`src/design/cbm_pkg.sv`:
```
package cbm_pkg;

	localparam logic [1:0] KIND_READ  = 2'd0;
	localparam logic [1:0] KIND_WRITE = 2'd1;
	localparam logic [1:0] KIND_TICK  = 2'd2;

	localparam logic [2:0] ROUTE_DATA      = 3'd0;
	localparam logic [2:0] ROUTE_ROM_READ  = 3'd1;
	localparam logic [2:0] ROUTE_RAM_READ  = 3'd2;
	localparam logic [2:0] ROUTE_RAM_WRITE = 3'd3;
	localparam logic [2:0] ROUTE_NONE      = 3'd4;

	localparam logic [1:0] CFG_ROM_BANK_MASK = 2'd0;
	localparam logic [1:0] CFG_RAM_BANK_MASK = 2'd1;
	localparam logic [1:0] CFG_RAM_PRESENT   = 2'd2;
	localparam logic [1:0] CFG_CYCLES_PER_S  = 2'd3;

	localparam logic [7:0] RTC_SEC  = 8'h08;
	localparam logic [7:0] RTC_MIN  = 8'h09;
	localparam logic [7:0] RTC_HRS  = 8'h0A;
	localparam logic [7:0] RTC_DAYS = 8'h0B;
	localparam logic [7:0] RTC_CTRL = 8'h0C;

	localparam logic [6:0]  ROM_MASK_RST = 7'd127;
	localparam logic [1:0]  RAM_MASK_RST = 2'd3;
	localparam logic [23:0] CPS_RST      = 24'd4213440;

	localparam logic [7:0] OPEN_BUS   = 8'hFF;
	localparam logic [7:0] CTRL_WMASK = 8'hC1;

	localparam int CFG_DATA_W = 24;
	localparam int ACCUM_W    = 25;

	typedef struct packed {
		logic [1:0]  kind;
		logic [15:0] address;
		logic [7:0]  write_data;
		logic [15:0] tick_cycles;
	} in_t;

	typedef struct packed {
		logic [2:0]  route;
		logic [20:0] mem_address;
		logic [7:0]  read_data;
		logic [7:0]  ram_write_data;
		logic        access_invalid;
	} out_t;

endpackage

```
`src/design/cartridge_bank_mapper_rtc.sv`:
```
// Cartridge bank controller with real-time clock.
// Input channel (in_valid/in_ready/in_data) carries bus reads, bus writes and
// tick items; each one yields exactly one result on the output channel
// (out_valid/out_ready/out_data): a physical ROM/RAM byte address, RTC data
// or open-bus 0xFF, or a "none" route for control writes and ticks.
// Each item first sits in the input register; then the decode, bank-register
// update and real-time clock step feed the result register.
// Throughput is one item per cycle while the receiver takes results; every
// state update (bank registers, cycle accumulator, seconds..days cascade) is
// made as the item moves on, so the next item sees it with no bubble.
// When the receiver stalls, the result register holds and the stall ripples
// back to the input register and then to in_ready; the block still takes one
// more item while a result waits.
// Reset clears the bank state, clock counters and latched time, and restores
// the register defaults (ROM mask 127, RAM mask 3, RAM present, 4213440
// cycles per second). The user writes configuration through cfg_we, cfg_index
// and cfg_data only with no item in flight; the block does not enforce it.
module cartridge_bank_mapper_rtc (
	input  logic                               clk,
	input  logic                               arst_n,
	input  logic                               in_valid,
	output logic                               in_ready,
	input  cbm_pkg::in_t                       in_data,
	output logic                               out_valid,
	input  logic                               out_ready,
	output cbm_pkg::out_t                      out_data,
	input  logic                               cfg_we,
	input  logic [1:0]                         cfg_index,
	input  logic [cbm_pkg::CFG_DATA_W-1:0]     cfg_data
);

	// configuration
	logic [6:0]  rom_mask_q;
	logic [1:0]  ram_mask_q;
	logic        ram_present_q;
	logic [23:0] cps_q;

	// controller state
	logic        ram_enabled_q;
	logic        latch_armed_q;
	logic [6:0]  rom_bank_q;
	logic [7:0]  bank_sel_q;
	logic [cbm_pkg::ACCUM_W-1:0] accum_q;
	logic [5:0]  sec_q;
	logic [5:0]  min_q;
	logic [4:0]  hrs_q;
	logic [7:0]  days_q;
	logic [7:0]  ctrl_q;
	logic [7:0]  latched_q [5];

	// pipeline
	logic          valid_s1;
	cbm_pkg::in_t  item_s1;
	logic          out_valid_q;
	cbm_pkg::out_t out_q;

	logic advance;
	logic fire_s1;

	// next-state values
	logic        ram_enabled_d;
	logic        latch_armed_d;
	logic [6:0]  rom_bank_d;
	logic [7:0]  bank_sel_d;
	logic [cbm_pkg::ACCUM_W-1:0] accum_d;
	logic [5:0]  sec_d;
	logic [5:0]  min_d;
	logic [4:0]  hrs_d;
	logic [7:0]  days_d;
	logic [7:0]  ctrl_d;
	logic        do_latch;
	cbm_pkg::out_t res;

	logic        sel_ram;
	logic        sel_rtc;
	logic [7:0]  rtc_rd;
	logic [20:0] ram_addr;
	logic [cbm_pkg::ACCUM_W-1:0] accum_sum;
	logic        sec_due;
	logic [8:0]  days9;

	assign advance   = !out_valid_q || out_ready;
	assign in_ready  = !valid_s1 || advance;
	assign fire_s1   = valid_s1 && advance;
	assign out_valid = out_valid_q;
	assign out_data  = out_q;

	assign sel_ram = ram_enabled_q && ram_present_q && (bank_sel_q <= 8'h03);
	assign sel_rtc = ram_enabled_q && (bank_sel_q >= cbm_pkg::RTC_SEC)
		&& (bank_sel_q <= cbm_pkg::RTC_CTRL);
	assign ram_addr = {6'd0, bank_sel_q[1:0] & ram_mask_q, item_s1.address[12:0]};
	assign accum_sum = accum_q + {{(cbm_pkg::ACCUM_W-16){1'b0}}, item_s1.tick_cycles};
	assign sec_due = accum_sum >= {1'b0, cps_q};
	assign days9 = {ctrl_q[0], days_q};

	always_comb begin
		unique case (bank_sel_q)
			cbm_pkg::RTC_SEC:  rtc_rd = latched_q[0];
			cbm_pkg::RTC_MIN:  rtc_rd = latched_q[1];
			cbm_pkg::RTC_HRS:  rtc_rd = latched_q[2];
			cbm_pkg::RTC_DAYS: rtc_rd = latched_q[3];
			default:           rtc_rd = latched_q[4];
		endcase
	end

	always_comb begin
		ram_enabled_d = ram_enabled_q;
		latch_armed_d = latch_armed_q;
		rom_bank_d    = rom_bank_q;
		bank_sel_d    = bank_sel_q;
		accum_d       = accum_q;
		sec_d         = sec_q;
		min_d         = min_q;
		hrs_d         = hrs_q;
		days_d        = days_q;
		ctrl_d        = ctrl_q;
		do_latch      = 1'b0;
		res           = '0;
		res.route     = cbm_pkg::ROUTE_NONE;

		unique case (item_s1.kind)
			cbm_pkg::KIND_READ: begin
				if (!item_s1.address[15] && !item_s1.address[14]) begin
					res.route       = cbm_pkg::ROUTE_ROM_READ;
					res.mem_address = {7'd0, item_s1.address[13:0]};
				end else if (!item_s1.address[15]) begin
					res.route       = cbm_pkg::ROUTE_ROM_READ;
					res.mem_address = {rom_bank_q & rom_mask_q, item_s1.address[13:0]};
				end else if (item_s1.address[15:13] == 3'b101 && sel_ram) begin
					res.route       = cbm_pkg::ROUTE_RAM_READ;
					res.mem_address = ram_addr;
				end else if (item_s1.address[15:13] == 3'b101 && sel_rtc) begin
					res.route     = cbm_pkg::ROUTE_DATA;
					res.read_data = rtc_rd;
				end else begin
					res.route          = cbm_pkg::ROUTE_DATA;
					res.read_data      = cbm_pkg::OPEN_BUS;
					res.access_invalid = 1'b1;
				end
			end
			cbm_pkg::KIND_WRITE: begin
				unique case (item_s1.address[15:13])
					3'b000: ram_enabled_d = (item_s1.write_data[3:0] == 4'hA);
					3'b001: rom_bank_d = (item_s1.write_data[6:0] == 7'd0) ? 7'd1
						: item_s1.write_data[6:0];
					3'b010: bank_sel_d = item_s1.write_data;
					3'b011: begin
						if (item_s1.write_data == 8'd0) begin
							latch_armed_d = 1'b1;
						end else begin
							do_latch      = (item_s1.write_data == 8'd1) && latch_armed_q;
							latch_armed_d = 1'b0;
						end
					end
					3'b101: begin
						if (sel_ram) begin
							res.route          = cbm_pkg::ROUTE_RAM_WRITE;
							res.mem_address    = ram_addr;
							res.ram_write_data = item_s1.write_data;
						end else if (sel_rtc) begin
							unique case (bank_sel_q)
								cbm_pkg::RTC_SEC: begin
									sec_d   = item_s1.write_data[5:0];
									accum_d = '0;
								end
								cbm_pkg::RTC_MIN:  min_d  = item_s1.write_data[5:0];
								cbm_pkg::RTC_HRS:  hrs_d  = item_s1.write_data[4:0];
								cbm_pkg::RTC_DAYS: days_d = item_s1.write_data;
								default: ctrl_d = item_s1.write_data & cbm_pkg::CTRL_WMASK;
							endcase
						end else begin
							res.access_invalid = 1'b1;
						end
					end
					default: res.access_invalid = 1'b1;
				endcase
			end
			cbm_pkg::KIND_TICK: begin
				if (!ctrl_q[6]) begin
					accum_d = accum_sum;
					if (sec_due) begin
						accum_d = accum_sum - {1'b0, cps_q};
						// one-second cascade; out-of-range fields just wrap
						if (sec_q != 6'd59) begin
							sec_d = sec_q + 6'd1;
						end else begin
							sec_d = '0;
							if (min_q != 6'd59) begin
								min_d = min_q + 6'd1;
							end else begin
								min_d = '0;
								if (hrs_q != 5'd23) begin
									hrs_d = hrs_q + 5'd1;
								end else begin
									hrs_d = '0;
									if (days9 == 9'd511) begin
										days_d = '0;
										ctrl_d = {1'b1, ctrl_q[6:1], 1'b0};
									end else begin
										// carry into day bit 8, keep it once set
										days_d = days_q + 8'd1;
										ctrl_d = {ctrl_q[7:1], ctrl_q[0] | (days_q == 8'hFF)};
									end
								end
							end
						end
					end
				end
			end
			default: ;
		endcase
	end

	always_ff @(posedge clk or negedge arst_n) begin
		if (!arst_n) begin
			rom_mask_q    <= cbm_pkg::ROM_MASK_RST;
			ram_mask_q    <= cbm_pkg::RAM_MASK_RST;
			ram_present_q <= 1'b1;
			cps_q         <= cbm_pkg::CPS_RST;
		end else if (cfg_we) begin
			unique case (cfg_index)
				cbm_pkg::CFG_ROM_BANK_MASK: rom_mask_q    <= cfg_data[6:0];
				cbm_pkg::CFG_RAM_BANK_MASK: ram_mask_q    <= cfg_data[1:0];
				cbm_pkg::CFG_RAM_PRESENT:   ram_present_q <= cfg_data[0];
				default:                    cps_q         <= cfg_data[23:0];
			endcase
		end
	end

	always_ff @(posedge clk or negedge arst_n) begin
		if (!arst_n) begin
			ram_enabled_q <= 1'b0;
			latch_armed_q <= 1'b0;
			rom_bank_q    <= 7'd1;
			bank_sel_q    <= '0;
			accum_q       <= '0;
			sec_q         <= '0;
			min_q         <= '0;
			hrs_q         <= '0;
			days_q        <= '0;
			ctrl_q        <= '0;
			for (int i = 0; i < 5; i++) begin
				latched_q[i] <= '0;
			end
		end else if (fire_s1) begin
			ram_enabled_q <= ram_enabled_d;
			latch_armed_q <= latch_armed_d;
			rom_bank_q    <= rom_bank_d;
			bank_sel_q    <= bank_sel_d;
			accum_q       <= accum_d;
			sec_q         <= sec_d;
			min_q         <= min_d;
			hrs_q         <= hrs_d;
			days_q        <= days_d;
			ctrl_q        <= ctrl_d;
			if (do_latch) begin
				latched_q[0] <= {2'd0, sec_q};
				latched_q[1] <= {2'd0, min_q};
				latched_q[2] <= {3'd0, hrs_q};
				latched_q[3] <= days_q;
				latched_q[4] <= ctrl_q;
			end
		end
	end

	// pipeline control
	always_ff @(posedge clk or negedge arst_n) begin
		if (!arst_n) begin
			valid_s1    <= 1'b0;
			out_valid_q <= 1'b0;
		end else begin
			if (in_ready) begin
				valid_s1 <= in_valid;
			end
			if (advance) begin
				out_valid_q <= valid_s1;
			end
		end
	end

	// payload: hold while stalled
	always_ff @(posedge clk) begin
		if (in_ready && in_valid) begin
			item_s1 <= in_data;
		end
		if (fire_s1) begin
			out_q <= res;
		end
	end

endmodule
```
`config.mk`:
```
export PLATFORM = sky130hd
export DESIGN_NAME = cartridge_bank_mapper_rtc
export DESIGN_NICKNAME = d
export VERILOG_FILES = /design/src/design/cbm_pkg.sv /design/src/design/cartridge_bank_mapper_rtc.sv
export SDC_FILE = /design/constraint.sdc
export NUM_CORES = 1
export LEC_CHECK = 0
export BUFFER_PORTS_ARGS = -buffer_cell sky130_fd_sc_hd__buf_2
export CAP_MARGIN = 40
export CORE_MARGIN = 1.5
export CORE_UTILIZATION = 60
export DETAILED_ROUTE_END_ITERATION = 10
export MAX_ROUTING_LAYER = met4
export PLACE_DENSITY = 0.81
export SYNTH_ARGS = -nofsm -noshare
export SYNTH_HDL_FRONTEND = slang
export SYNTH_SLANG_ARGS = --single-unit
```
`constraint.sdc`:
```
create_clock -name clk -period 6.2 [get_ports clk]
set_input_delay 0.93 -clock clk [delete_from_list [all_inputs] [get_ports clk]]
set_output_delay 0.93 -clock clk [all_outputs]
set_load 0.02 [all_outputs]
```
# ---- Word-level counts from Yosys, hierarchy flattened
# Cells that the tools add are included.
dict set report word_totals {
  ff_bits 227
  in_bits 73
  output_inout_bits 43
}
dict set report classes {
  addsub 6
  n_lt_le_gt_ge 4
  n_eq_ne 33
  muxes 78
  bitwise 9
  n_reduce_logical 45
}
# op n
set op_table {}
lappend op_table {{$mux 8} 21}
lappend op_table {{$mux 25} 6}
lappend op_table {{$mux 6} 15}
lappend op_table {{$pmux 25 s2} 1}
lappend op_table {{$mux 24} 2}
lappend op_table {{$pmux 24 s2} 1}
lappend op_table {{$mux 23} 2}
lappend op_table {{$mux 5} 9}
lappend op_table {{$eq 8x4->1 const B} 4}
lappend op_table {{$pmux 8 s2} 2}
lappend op_table {{$pmux 8 s4} 1}
lappend op_table {{$add 25x16->25} 1}
lappend op_table {{$ge 25x24->1} 1}
lappend op_table {{$sub 25x24->25} 1}
lappend op_table {{$pmux 6 s2} 2}
lappend op_table {{$reduce_and 11->1} 2}
lappend op_table {{$ne 2x2->1 const B} 10}
lappend op_table {{$mux 15} 1}
lappend op_table {{$reduce_and 3->1} 5}
lappend op_table {{$reduce_and 7->1} 2}
lappend op_table {{$add 6x1->6 const B} 2}
lappend op_table {{$ne 6x6->1 const B} 2}
lappend op_table {{$reduce_and 12->1} 1}
lappend op_table {{$reduce_or 4->1} 3}
lappend op_table {{39 further kinds} 78}

# ---- Logic depth before layout (Yosys ltp)
# Gate-level depths: netlist (run 1).
dict set report logic_depth {
  ltp_word 9
  depth_mapped 20
  mapped_depth_nobuf 17
}

# ---- Least setup slack after synthesis (run 1)
# No wires, ideal clock.
dict set report synth_path {
  path_type {flip-flop to flip-flop}
  start {register accum_q[0] (netlist name)}
  end {register days_q[0]}
  t_arrival_ps 4403
  slack_ps 1672
  path_stages_with_launch 18
  path_buffers 1
  period_less_slack_ps 4528
  cell_sequence {dfrtp_1 ha_1 fa_1 a211oi_1 o211a_1 o21ai_1 a41oi_1 nor3_1 xor2_1 ha_1 a21o_1 a21o_1 a221oi_1 o211ai_2 o21ai_2 a21o_1 buf_4 mux2_2}
}
dict set report synth_between {
  elab_chain_len 4
}
# item line_no
set synth_rtl {}
lappend synth_rtl {{from (decl)} cartridge_bank_mapper_rtc.sv:43} ;# logic [cbm_pkg::ACCUM_W-1:0] accum_q;
lappend synth_rtl {{from (signal assigned)} cartridge_bank_mapper_rtc.sv:250} ;# accum_q <= accum_d;
lappend synth_rtl {{$add 25x16->25} cartridge_bank_mapper_rtc.sv:92} ;# assign accum_sum = accum_q + {{(cbm_pkg::ACCUM_W-16){1'b0}}, item_s1.tick_cycles};
lappend synth_rtl {{$ge 25x24->1} cartridge_bank_mapper_rtc.sv:93} ;# assign sec_due = accum_sum >= {1'b0, cps_q};
lappend synth_rtl {{$ne 2x2->1 (no source line)} --}
lappend synth_rtl {{$reduce_and 11->1 (no source line)} --}
lappend synth_rtl {{to (signal assigned)} cartridge_bank_mapper_rtc.sv:254} ;# days_q <= days_d;
lappend synth_rtl {{to (decl)} cartridge_bank_mapper_rtc.sv:47} ;# logic [7:0] days_q;
# No other way between the ends.
# A chain may end at the register's enable or synchronous reset.

# ---- Worst setup path after layout (run 1)
# Same ends and word-level chain as after synthesis.

==> results_dict.tcl, run 1 <==
set metrics [dict create \
    avgSynthCellArea_sq_um 10.8 \
    core_sq_um 18800 \
    design_area_sq_um 13200 \
    status "complete, no violations" \
    yosys_warnings 0 \
    async_flop_share_pct 61.8 \
    cts_sinks 217 \
    place_area_sq_um 12500 \
    post_drt_wl_per_cell_microns 19.2 \
    synth_cells 1071 \
    via_per_inst 6.07 \
    crit_fanout 8 \
    ctsHtreeMaxLevel 1 \
    synth_simple_gate_area_share_pct 14.2 \
    setup_viol 0 \
    cts_setup_buffers 0 \
    hp-class "in2async" \
    slew_headroom_pct 44.8 \
    dr_total_vias 8898 \
    cap_violations 0 \
    drtPass1Iterations 6 \
    fin_crit_ps 5420 \
    synthFlopType "dfrtp_1" \
    ys_seq_elements 217 \
    clk_latency_ps 530 \
    cp.required_ps 6610 \
    ir_worst_vdd_mv 0.329 \
    synth_compound_area_share_pct 15.3 \
    final_nets 1309 \
    slowest_delay_ps 650 \
    placed_cells 1424 \
    die_h_microns 142 \
    start_util_pct 61.7 \
    synthDistinctLibCells 83 \
    cts_resized 0 \
    grt_overflow 0 \
    r2r_setup_slack_ps 780 \
    cts_buffers 23 \
    slowest_stage "a41oi_1" \
    synth_top_family_by_area "compound AO/OA/AOI/OAI gates" \
    cts_tree "yes" \
    cts.clk_slew.worst_paths_ps 60 \
    area_delta_synth_final_pct 13.4 \
    timing.hold.ws_ps 371 \
    tightest_slew_ps 824 \
    cp_top_family "compound AO/OA/AOI/OAI gates" \
    grt_max_degree 56 \
    hold_buffers 0 \
    worstSetupEndpointType "flip-flop" \
    worst-path-buf-inv 0 \
    leakage_nw 5.85 \
    synth_area_sq_um 11600 \
    synth_adder_area_share_pct 5.19 \
    crit_top_cell "a21o_1" \
    setup_ws_ps 778 \
    antenna_found_initial 0 \
    dp_hpwl_mm 19.6 \
    grt_pass1_vias 8813 \
    first_iter_violations 715 \
    cts.path.max_buffers 3 \
    num_rows 50 \
    synth_edf_count 83 \
    routabilityCongestion 0.933 \
    critPathLaunchType "flip-flop" \
    synth.largest_area_cell "dfrtp_1" \
    slew_violations 0 \
    dp_slack_ps 889 \
    hold_viol 0 \
    ys_seq_area_share_pct 50.5 \
    path_class "reg2reg" \
    drcViolationCount 0 \
    syn-num-nets 1191 \
    p_total_mw 6.30 \
    power_density_nw_per_um2 479 \
    rsz0062_at_grt "no" \
    layout-drive-gt1-share_pct 23.1 \
    grt_pass1_wl_mm 45.4 \
    period_share_pct 87.5 \
    synth_area_leaders "dfrtp_1 (25%), edfxtp_1 (21%), mux2_2 (7.5%)" \
    fmax_ghz 0.184 \
    root_buffer "clkbuf_16" \
    routed_wl_mm 28.1 \
    synth_mux_area_share_pct 8.93 \
    place.port_buffers 115 \
    utilization_pct 69.9 \
    diodes 0 \
    fp.dieArea_sq_um 20200 \
    cp_cell_sequence "ha_1, fa_1, a211oi_1, o211a_1, o21ai_1, a41oi_1, nor3_1, xor2_1, ha_1, a21o_1, a21o_1, a221oi_1, o211ai_2, o21ai_2, a21o_1, mux2_2" \
    track_usage_pct 29.3 \
    arrival_ps 5840 \
    postRouteAntennaNets 0 \
    finClkSkew_ps 17.4 \
    fin_tns_setup_ps 0 \
    ios 116 \
    synthXorXnorAreaFrac_pct 2.94 \
    die-width_microns 142 \
    instances_no_fill 1465 \
    synth_top_area_share_pct 25.2 \
]
## cells in the mapped netlist, drive strengths merged, types with 4 or more instances
cell type,number
a211oi,12
a21o,22
a211o,4
a41oi,4
nand2,90
o22ai,10
o211a,4
a22oi,5
nor3,23
a31oi,8
o21ai,71
nor4,4
mux2,77
a2bb2oi,4
nand3b,4
inv,47
xor2,18
nand3,34
dfstp,17
o211ai,9
a21oi,50
and3,17
dfrtp,117
nor2,80
mux2i,17
ha,45
nand2b,12
a221oi,7
nor3b,5
edfxtp,83
nand4,10
nor2b,10
clkbuf,23
o31a,7
o21a,10
o31ai,5
and2,26
xnor2,21
buf,13
## placed cells by master, fill, tap and decap left out, drive strengths merged, types with 6 or more instances in the layout
cell type,netlist,layout
buf,13,129
dfrtp,117,117
nand2,90,90
edfxtp,83,83
nor2,80,80
mux2,77,77
o21ai,71,71
a21oi,50,50
inv,47,47
ha,45,45
clkbuf,23,35
nand3,34,34
and2,26,26
nor3,23,23
a21o,22,22
xnor2,21,21
xor2,18,18
and3,17,17
mux2i,17,17
dfstp,17,17
nand2b,12,12
a211oi,12,12
o21a,10,10
nor2b,10,10
o22ai,10,10
nand4,10,10
o211ai,9,9
a31oi,8,8
o31a,7,7
a221oi,7,7
clkinv,0,6
## registers in the layout, summed over array words and instances, names as in the netlist, 2 cells and up
name and cells:
item_s1 42, out_data 41, latched_q 28, accum_q 25, cps_q 24, bank_sel_q 8
days_q 8, rom_bank_q 7, rom_mask_q 7, min_q 6, sec_q 6, hrs_q 5
ctrl_q 3, ram_mask_q 2
## where the power goes
part	switching, mW	internal, mW
registers	0.246	1.77
clock network	0.564	0.737
logic	1.75	1.24
total	2.56	3.75
## path summary, 6_finish.rpt
check | startpoint | end | depth (start not counted)
min in group clk | latched_q[14] | latched_q[14] | 2
setup / recovery | accum_q[0] | days_q[0] | 16
max in group asynchronous | arst_n | bank_sel_q[6] | 2
hold reg to reg | latched_q[14] | latched_q[14] | 2
hold / removal | arst_n | accum_q[9] | 1
setup reg to reg | accum_q[0] | days_q[0] | 16
## logic make-up after synthesis
family	count (synthesis)
compound gates	263
fa+ha+maj	47
buf+inv	83
mux	94
xor+xnor	39
simple gates	328
flops	217
## routing by layer
metal  global-route usage [%]  routed length, microns  up-vias
met3                     4.74                    2160       55
li1                         -                       -     4174
met4                     7.92                     667        0
met1                     38.4                   12100     4283
met5                        -                       0        -
met2                     47.8                   13200      386
## final cells by class
class                   count  area (sq um)
flip-flops and latches    217          5870
fillers                  1386          5670
multi-input cells         771          5410
repair buffers            129           681
clock buffers              35           661
well taps                 260           325
inverters                  47           176
clock inverters             6          45.0
(Power assumes the default switching activity.)
==> run 2: changes to the inputs <==
--- a/config.mk
+++ b/config.mk
@@ -12,6 +12,7 @@
 export DETAILED_ROUTE_END_ITERATION = 10
 export MAX_ROUTING_LAYER = met4
 export PLACE_DENSITY = 0.81
+export REMOVE_ABC_BUFFERS = 1
 export SYNTH_ARGS = -nofsm -noshare
 export SYNTH_HDL_FRONTEND = slang
 export SYNTH_SLANG_ARGS = --single-unit
==> run 2 against run 1 <==
Effect of this change:
- die area is the same
- design area is 0.76% higher
- critical path type unchanged
- sequential share of layout area shrank 0.34 points
- via count fell by 0.74%
- combinational power about the same
==> results_dict.tcl, run 2 (synthesis gave the netlist of run 1 again) <==
set metrics [dict create \
    grt_pass1_vias 8597 \
    hold_viol 0 \
    cts.path.max_buffers 3 \
    dr_total_vias 8832 \
    power_density_nw_per_um2 481 \
    largest-register "item_s1" \
    p_sw_share_pct 39.5 \
    routed_wl_mm 26.6 \
    cap_violations 0 \
    core_sq_um 18800 \
    cts_tree "yes" \
    fmax_ghz 0.188 \
    pwr-share-clk_pct 22.2 \
    cts_buffers 23 \
    drtPass1Iterations 5 \
    grt_overflow 0 \
    largest_reg_flops 42 \
    cts_resized 0 \
    post_drt_wl_per_cell_microns 18.2 \
    die_h_microns 142 \
    path_class "reg2reg" \
    routabilityCongestion 0.885 \
    grt_max_degree 77 \
    tightest_slew_ps 803 \
    grt_pass1_wl_mm 43.8 \
    slew_violations 0 \
    crit_fanout 11 \
    cp.required_ps 6610 \
    cts_sinks 217 \
    drcViolationCount 0 \
    track_usage_pct 28.2 \
    ios 116 \
    seqPwrFrac_pct 31.6 \
    total_switching_power_mw 2.52 \
    layout_commonest_cell "dfrtp_1" \
    layout-drive-gt1-share_pct 23.2 \
    reg2reg_depth 18 \
    root_buffer "clkbuf_16" \
    start_util_pct 61.7 \
    fin_crit_ps 5320 \
    diodes 0 \
    arrival_ps 5720 \
    fp.dieArea_sq_um 20200 \
    leakage_nw 5.90 \
    postRouteAntennaNets 0 \
    antenna_found_initial 0 \
    p_comb_share_pct 46.3 \
    worstSetupEndpointType "flip-flop" \
    fillers 1370 \
    place.port_buffers 115 \
    multi_input_area_sq_um 5410 \
    die-width_microns 142 \
    ff_latch_area_sq_um 5870 \
    cts.clk_slew.worst_paths_ps 60 \
    area_delta_synth_final_pct 14.2 \
    p_int_mw 3.86 \
    status "complete, no violations" \
    cts_setup_buffers 0 \
    dp_hpwl_mm 19.2 \
    num_rows 50 \
    critPathLaunchType "flip-flop" \
    final_nets 1309 \
    setup_viol 0 \
    ctsHtreeMaxLevel 1 \
    hp-class "in2async" \
    slew_headroom_pct 46.3 \
    via_per_inst 6.02 \
    period_share_pct 85.7 \
    fin_tns_setup_ps 0 \
    mostFrequentLayoutCells "dfrtp_1 (117), buf_2 (115), nand2_1 (89), edfxtp_1 (83), nor2_1 (79)" \
    hold_buffers 0 \
    finClkSkew_ps 12.3 \
    clk_latency_ps 520 \
    first_iter_violations 755 \
    timing.hold.ws_ps 432 \
    rsz0062_at_grt "no" \
    ir_worst_vdd_mv 0.375 \
]
run 2: power by group through the flow:
stage               Combinational [mW]  Sequential [mW]  Clock, mW
floorplan                         2.25             1.98          0
finish                            2.95             2.01       1.41
global route                      3.27             2.05       1.49
global placement                  2.86             2.02          0
detailed placement                2.92             2.03          0
CTS                               2.93             2.01       1.43
run 2: worst max-delay path, stage by stage, from the launching register on:
cell	delay, ps
dfrtp_1	380
ha_1	230
fa_1	420
a211oi_1	350
o211a_1	260
o21ai_1	170
a41oi_1	270
buf_4	190
nor3_1	70
xor2_1	170
ha_1	370
a21o_1	230
a21o_1	210
a221oi_1	500
o211ai_2	310
o21ai_2	190
buf_4	190
a21o_1	300
mux2_2	370
run 2: layout make-up:
type / count / share of cell area (%)
Clock inverter: 13 / 1.15
Timing Repair Buffer: 129 / 5.31
Sequential cell: 217 / 44.2
Multi-Input combinational cell: 771 / 40.8
Tap cell: 260 / 2.45
Inverter: 47 / 1.33
Clock buffer: 29 / 4.75
run 2: stage by stage:
step                      power [mW]  utilization, %  cells  setup WS, ps  area (sq um)
after floorplan                 4.23               -   1035          1460         11400
after global placement          4.88            66.1   1421          1130         12400
final                           6.38            70.4   1466           884         13300
after CTS                       6.37            70.4   1466           968         13300
after detailed placement        4.95            66.3   1424          1030         12500
after global routing            6.81            70.4   1466           596         13300
run 2: worst paths after layout:
path	start	to	slack, ps
worst max register to register	accum_q[0]	days_q[1]	880
worst max-delay path	accum_q[0]	days_q[1]	880
max in group asynchronous	arst_n	accum_q[9]	4520
worst min-delay path	arst_n	latched_q[15]	430
min in group clk	latched_q[14]	latched_q[14]	480
worst min register to register	latched_q[14]	latched_q[14]	480
run 2: layer usage:
| layer | share of wire [%] | GRT usage (%) | vias up |
|---|---|---|---|
| li1 | - | - | 4185 |
| met1 | 43 | 37.5 | 4232 |
| met2 | 46 | 44.9 | 351 |
| met3 | 7.5 | 4.10 | 64 |
| met4 | 3.0 | 9.12 | 0 |
| met5 | 0 | - | - |
